**config.mk**
```make
export PLATFORM = sky130hd
export DESIGN_NAME = sfc_engine
export DESIGN_NICKNAME = d
export VERILOG_FILES = /design/src/hw/rtl/sfc_pkg.sv /design/src/hw/rtl/sfc_engine.sv
export SDC_FILE = /design/constraint.sdc
export NUM_CORES = 1
export LEC_CHECK = 0
export BUFFER_PORTS_ARGS = -buffer_cell sky130_fd_sc_hd__buf_2
export CAP_MARGIN = 30
export CORE_MARGIN = 2
export CORE_UTILIZATION = 60
export DETAILED_ROUTE_END_ITERATION = 8
export PLACE_DENSITY = 0.82
export SLEW_MARGIN = 20
export SYNTH_ARGS = -nofsm -noshare
export SYNTH_HDL_FRONTEND = slang
export SYNTH_SLANG_ARGS = --single-unit
```
**constraint.sdc**
```tcl
create_clock -name clock -period 3.6 [get_ports clock]
set_input_delay 0.9 -clock clock [delete_from_list [all_inputs] [get_ports clock]]
set_output_delay 0.9 -clock clock [all_outputs]
set_load 0.02 [all_outputs]
```
**src/hw/rtl/sfc_pkg.sv**
```systemverilog
// Shared types, codes and defaults for the serial frame checker
package sfc_pkg;

   // Default frame layout
   localparam int BUF_DEPTH_DEF      = 128;
   localparam int HDR_FIRST_POS_DEF  = 0;
   localparam int HDR_SECOND_POS_DEF = 1;
   localparam int LEN_FIELD_POS_DEF  = 2;
   localparam int DATA_START_POS_DEF = 3;

   // Depth of the queues on either side of the engine (power of two)
   localparam int QUEUE_DEPTH = 2;

   // Width that holds any count or position compare without wrap (up to 511)
   localparam int CNT_EXT_W = 9;

   // Item kinds
   localparam logic REQ_BYTE = 1'b0;
   localparam logic REQ_POLL = 1'b1;

   // Register indexes
   localparam logic CSR_START_FIRST  = 1'b0;
   localparam logic CSR_START_SECOND = 1'b1;

   // Status codes
   localparam logic [2:0] ST_EMPTY     = 3'd0;
   localparam logic [2:0] ST_RECEIVING = 3'd1;
   localparam logic [2:0] ST_OK        = 3'd2;
   localparam logic [2:0] ST_HDR_ERR   = 3'd3;
   localparam logic [2:0] ST_LEN_ERR   = 3'd4;
   localparam logic [2:0] ST_CK_ERR    = 3'd5;

   // Input item
   typedef struct packed {
      logic       kind;
      logic [7:0] data;
   } req_item_type;

   // Result item
   typedef struct packed {
      logic [2:0] status;
      logic [6:0] frame_length;
   } rsp_item_type;

endpackage

```
**src/hw/rtl/sfc_engine.sv**
```systemverilog
// Frame engine: tracks received bytes and answers poll items with a status
module sfc_engine #(
   parameter int BUF_DEPTH      = sfc_pkg::BUF_DEPTH_DEF,
   parameter int HDR_FIRST_POS  = sfc_pkg::HDR_FIRST_POS_DEF,
   parameter int HDR_SECOND_POS = sfc_pkg::HDR_SECOND_POS_DEF,
   parameter int LEN_FIELD_POS  = sfc_pkg::LEN_FIELD_POS_DEF,
   parameter int DATA_START_POS = sfc_pkg::DATA_START_POS_DEF
) (
   input  logic                  clock,
   input  logic                  reset,
   input  logic                  csr_we,
   input  logic                  csr_index,
   input  logic [7:0]            csr_wdata,
   input  logic                  in_valid,
   input  sfc_pkg::req_item_type in_item,
   output logic                  in_take,
   input  logic                  out_full,
   output logic                  out_push,
   output sfc_pkg::rsp_item_type out_item
);

   localparam int CNT_W = $clog2(BUF_DEPTH + 1);
   localparam int EW    = sfc_pkg::CNT_EXT_W;

   // Start byte registers
   logic [7:0] start_first_ff, start_second_ff;

   // Frame state
   logic [CNT_W-1:0] cnt_ff, cnt_in;
   logic [CNT_W-1:0] last_ff, last_in;
   logic [7:0]       hdr1_ff, hdr1_in;
   logic [7:0]       hdr2_ff, hdr2_in;
   logic [7:0]       len_ff, len_in;
   logic [7:0]       newest_ff, newest_in;
   logic [7:0]       older_ff, older_in;
   logic [15:0]      sum_ff, sum_in;

   logic          is_poll, do_byte, do_poll, frame_done;
   logic [EW-1:0] n_ext, len_plus2;
   logic [2:0]    check_status;
   logic [2:0]    status;

   assign is_poll  = (in_item.kind == sfc_pkg::REQ_POLL);
   assign in_take  = in_valid && (!is_poll || !out_full);
   assign do_byte  = in_take && !is_poll;
   assign do_poll  = in_take && is_poll;
   assign out_push = do_poll;

   assign frame_done = do_poll && (cnt_ff != '0) && (cnt_ff == last_ff);

   // Frame check: header, then length, then checksum
   assign n_ext     = EW'(cnt_ff);
   assign len_plus2 = EW'(len_ff) + EW'(2);
   always_comb begin
      if (n_ext <= EW'(HDR_FIRST_POS) || n_ext <= EW'(HDR_SECOND_POS) ||
          hdr1_ff != start_first_ff || hdr2_ff != start_second_ff) begin
         check_status = sfc_pkg::ST_HDR_ERR;
      end else if (n_ext >= EW'(BUF_DEPTH) || n_ext <= EW'(LEN_FIELD_POS) ||
                   len_plus2 != n_ext || n_ext <= EW'(DATA_START_POS)) begin
         check_status = sfc_pkg::ST_LEN_ERR;
      end else if ({newest_ff, older_ff} != ~sum_ff) begin
         check_status = sfc_pkg::ST_CK_ERR;
      end else begin
         check_status = sfc_pkg::ST_OK;
      end
   end

   // Poll answer
   always_comb begin
      if (cnt_ff == '0) begin
         status = sfc_pkg::ST_EMPTY;
      end else if (cnt_ff != last_ff) begin
         status = sfc_pkg::ST_RECEIVING;
      end else begin
         status = check_status;
      end
      out_item.status       = status;
      out_item.frame_length = (status == sfc_pkg::ST_OK) ? n_ext[6:0] : 7'd0;
   end

   // Next frame state
   always_comb begin
      cnt_in    = cnt_ff;
      last_in   = last_ff;
      hdr1_in   = hdr1_ff;
      hdr2_in   = hdr2_ff;
      len_in    = len_ff;
      newest_in = newest_ff;
      older_in  = older_ff;
      sum_in    = sum_ff;
      if (do_byte && cnt_ff < CNT_W'(BUF_DEPTH)) begin
         if (cnt_ff == CNT_W'(HDR_FIRST_POS)) begin
            hdr1_in = in_item.data;
         end
         if (cnt_ff == CNT_W'(HDR_SECOND_POS)) begin
            hdr2_in = in_item.data;
         end
         if (cnt_ff == CNT_W'(LEN_FIELD_POS)) begin
            len_in = in_item.data;
         end
         if (cnt_ff >= CNT_W'(2)) begin
            sum_in = sum_ff + 16'(older_ff);
         end
         older_in  = newest_ff;
         newest_in = in_item.data;
         cnt_in    = CNT_W'(cnt_ff + 1'b1);
      end else if (frame_done) begin
         cnt_in    = '0;
         last_in   = '0;
         hdr1_in   = '0;
         hdr2_in   = '0;
         len_in    = '0;
         newest_in = '0;
         older_in  = '0;
         sum_in    = '0;
      end else if (do_poll && cnt_ff != '0) begin
         last_in = cnt_ff;
      end
   end

   always_ff @(posedge clock) begin
      if (reset) begin
         cnt_ff    <= '0;
         last_ff   <= '0;
         hdr1_ff   <= '0;
         hdr2_ff   <= '0;
         len_ff    <= '0;
         newest_ff <= '0;
         older_ff  <= '0;
         sum_ff    <= '0;
      end else begin
         cnt_ff    <= cnt_in;
         last_ff   <= last_in;
         hdr1_ff   <= hdr1_in;
         hdr2_ff   <= hdr2_in;
         len_ff    <= len_in;
         newest_ff <= newest_in;
         older_ff  <= older_in;
         sum_ff    <= sum_in;
      end
   end

   // Start byte registers
   always_ff @(posedge clock) begin
      if (reset) begin
         start_first_ff  <= '0;
         start_second_ff <= '0;
      end else if (csr_we) begin
         unique case (csr_index)
            sfc_pkg::CSR_START_FIRST:  start_first_ff  <= csr_wdata;
            sfc_pkg::CSR_START_SECOND: start_second_ff <= csr_wdata;
            default: ;
         endcase
      end
   end

   // Count never passes the store depth
   a_cnt_bound: assert property (@(posedge clock) disable iff (reset)
      cnt_ff <= CNT_W'(BUF_DEPTH))
      else $error("byte count above store depth");

   // Count seen at last poll never runs ahead of the count
   a_last_bound: assert property (@(posedge clock) disable iff (reset)
      last_ff <= cnt_ff)
      else $error("last poll count ahead of byte count");

   // A checked frame leaves an empty store
   a_clear: assert property (@(posedge clock) disable iff (reset)
      frame_done |=> (cnt_ff == '0 && sum_ff == '0))
      else $error("store not cleared after frame check");

   // Length is reported only with a good frame
   a_len_ok: assert property (@(posedge clock) disable iff (reset)
      (out_push && out_item.status != sfc_pkg::ST_OK) |-> out_item.frame_length == 7'd0)
      else $error("frame length on a non-ok status");

   // Bytes never produce a result
   a_byte_quiet: assert property (@(posedge clock) disable iff (reset)
      do_byte |-> !out_push)
      else $error("result pushed for a byte item");

endmodule

```
==> reports/metrics.csv <==
stage;metric;value;unit
sta;Fin Hold WS;471;ps
routing;# DRC;0;
sta;relative slew slack;39.2;%
synthesis;dominant cell type by area after synthesis;dfxtp_1;
synthesis;Mapped Cells;562;
synthesis;Synth Area in Simple Gates;25.9;%
synthesis;Post-Synth Adder-Cell Area;3.71;%
floorplanning;Core Box Area;7330;um^2
sta;fin. max-slew vios;0;
grt;largest net degree at the start of global routing;51;
synthesis;Synth top area share;38.4;%
layout;Layout area overhead;12.1;%
floorplanning;Initial Utilization;62.6;%
grt;first-pass GRT wire length;18.1;mm
power;sw frac;28.2;%
synthesis;Post-synth EDFFs;0;
floorplanning;row cnt;31;
synthesis;xor/xnor share of the synthesized area;8.96;%
clock_network;clock sink count;88;
synthesis;flops & latches, synth;88;
worst_setup_path;Worst R2R Setup Slack;810;ps
clock_network;TritonCTS clock tree;built;
sta;Setup violations, final;0;
power;Leakage;1.99;nW
worst_setup_path;CP required;2700;ps
synthesis;Mean Syn Cell Area;8.17;um^2
run_status;result of the run;complete, no violations;
sta;period utilisation layout;97.8;%
power;Psw;514;uW
worst_setup_path;Worst EP arrival;2620;ps
layout;fin nets;622;
worst_setup_path;Slowest-stage cell, CP;or4_1;
grt;via count of the first global-routing pass;3790;
flow_run;Max Cap Violations;0;
clock_network;clk_lat worst skew;360;ps
sta;fmax;284;MHz
routing;DRT Pass-1 Iters;5;
power;Internal Power;1.31;mW
clock_network;Num CTS Buffers;9;
layout;layout cells sized above 1;15.7;%
floorplanning;I/O pins;35;
power;Clock power frac;34.9;%
clock_network;CTS max path bufs;2;
routing;WL final;11.5;mm
floorplanning;die area;8370;um^2
routing;initial DRC count;433;
sta;Least-Margin Pin Slew;902;ps
power;Flop pwr share;55.5;%
layout;antenna cells;0;
power;Power Density;355;nW/um^2
synthesis;largest family of logic cells by synthesized area;simple AND/OR/NAND/NOR gates;
synthesis;Unique masters post-synth;54;
placed_design;Post-DP HPWL;7.77;mm
placed_design;Placer Congestion;0.928;
routing;antenna viol nets, final;0;
routing;detailed-route via count;4298;
synthesis;syn_nets;598;
worst_setup_path;CP max FO;6;
grt;overall routing resource usage;26.7;%
power;Gate power share;9.6;%
synthesis;post-synthesis compound-gate area fraction;15.6;%
synthesis;synth warn;0;
power;peak supply drop;0.286;mV
sta;count of final hold-check violations;0;
worst_setup_path;kind of critical path;reg2out;
floorplanning;Die Ht;91.5;um
worst_setup_path;critical path's largest stage delay;690;ps
synthesis;Seq/Total Area, Yosys;38.4;%
clock_network;CTS H-tree depth;3;
worst_setup_path;Critical Path, Cell by Cell;or4_1 > nor3_4 > buf_4 > nor4_4 > o2111ai_4 > buf_6 > and2_1 > buf_2;
clock_network;root buf cell;clkbuf_8;
worst_setup_path;Critical Path Sink Type;primary output;
synthesis;Primary FF master, synth;dfxtp_1;
grt;initial antenna violation count;0;
synthesis;mapped cell area;4590;um^2
min_path;hold crit path type;reg2reg;
sta;Setup Skew;13.3;ps
sta;setup TNS;0;ps
synthesis;largest cells by area after synthesis;dfxtp_1, a21oi_1, nand3_1, nand2_1, xor2_1;
routing;Via density;6.23;
clock_network;hold-fix buffers at CTS;0;
worst_setup_path;Startpoint Class;register;
sta;RSZ-0062 raised after global routing;no;
placed_design;Port Buf Inserts;34;
sta;min Tclk post-route;3520;ps
synthesis;Synth async-reset ratio;0;%
clock_network;Reg clk slew, reported paths;100;ps
routing;routed len/inst;16.7;um
synthesis;post-synthesis mux area share;1.96;%
floorplanning;Die X;91.5;um
grt;grt total ovfl;0;
## layout by cell type (no fill, tap or decap), types with 14 or more instances in the layout
master and n:
nand2_1 76, nand3_1 68, buf_2 27, dfxtp_1 83, a21oi_1 79, nor2_1 19, xor2_1 29, inv_1 14
buf_4 22, xnor2_1 18
## Yosys cell counts, types with 4 or more instances
master and number:
a21oi_1 79, and3_1 5, buf_1 5, buf_2 8, buf_6 6, clkbuf_1 20
dfxtp_1 88, ha_1 12, inv_1 14, mux2i_1 9, nand2_1 76, nand2b_1 4
nand3_1 68, nand4_1 10, nor2_1 19, nor3_1 15, nor4_1 9, o21ai_0 7
o31ai_1 8, or4_1 8, xnor2_1 18, xor2_1 29
## path summary, 6_finish.rpt
check,cells after the start,endpoint,from
setup / recovery,8,out_item[9],cnt_ff[4]
setup reg to reg,6,newest_ff[6],cnt_ff[4]
hold / removal,2,last_ff[2],last_ff[2]
hold reg to reg,2,last_ff[2],last_ff[2]
## per-layer routing
layer | share of wire, % | global-route usage (%) | wire [um]
met5 | 0 | 0 | 0
met4 | 1.9 | 9.22 | 216
met3 | 6.6 | 3.07 | 763
met2 | 48 | 44.4 | 5580
met1 | 43 | 35.8 | 4950
## critical path: cells and delay by family, from the launching register on
kind / cells / cell delay, ps
buffers and inverters: 3 / 500
DFF: 1 / 400
AOI/OAI and AO/OA: 1 / 150
and+or+nand+nor: 4 / 1190
## flip-flops by register name (all words and copies together) (netlist names)
name and flops:
hdr1_ff 8, start_first_ff 8, newest_ff 8, sum_ff 16, older_ff 8, last_ff 8
cnt_ff 8, start_second_ff 8, len_ff 8, hdr2_ff 8
## metrics by stage
step                instances  worst slack, ps  area (um^2)  power [mW]  utilization, %
floorplan                 562              208         4590        1.15               -
global placement          666              281         4770        1.20            65.1
detailed placement        666              149         4770        1.20            65.1
CTS                       685             2.15         4990        1.82            68.0
global route              690             3.99         5150        1.89            70.2
finish                    690             79.3         5150        1.83            70.2
## power by group through the flow
stage          Sequential, mW  Clock, mW  Combinational, mW
2_1_floorplan            1.03          0              0.118
6_report                 1.01      0.637              0.175
4_1_cts                  1.01      0.635              0.168
5_1_grt                  1.02      0.679              0.194
3_5_place_dp             1.04          0              0.165
3_3_place_gp             1.04          0              0.161
## area by class of cell
class	instances	area (um^2)
clock buffers	9	124
repair buffers	52	334
fillers	537	2180
inverters	14	52.6
flip-flops and latches	88	1770
well taps	99	124
clock inverters	7	55.1
multi-input cells	421	2680
## logic make-up after synthesis
family	after synthesis
multiplexers	9
flip-flops	88
adder cells (fa/ha/maj)	13
buffers and inverters	53
XOR/XNOR	47
AND/OR/NAND/NOR	232
AO/OA/AOI/OAI	120
## repair_timing
action / in CTS / in global routing
endpoints found under the setup margin: 9 / 9
setup buffers: 3 / 5
pin swaps: 2 / 4
gates resized for setup: 6 / 26
No activity file was read; power rests on OpenSTA's default activity.
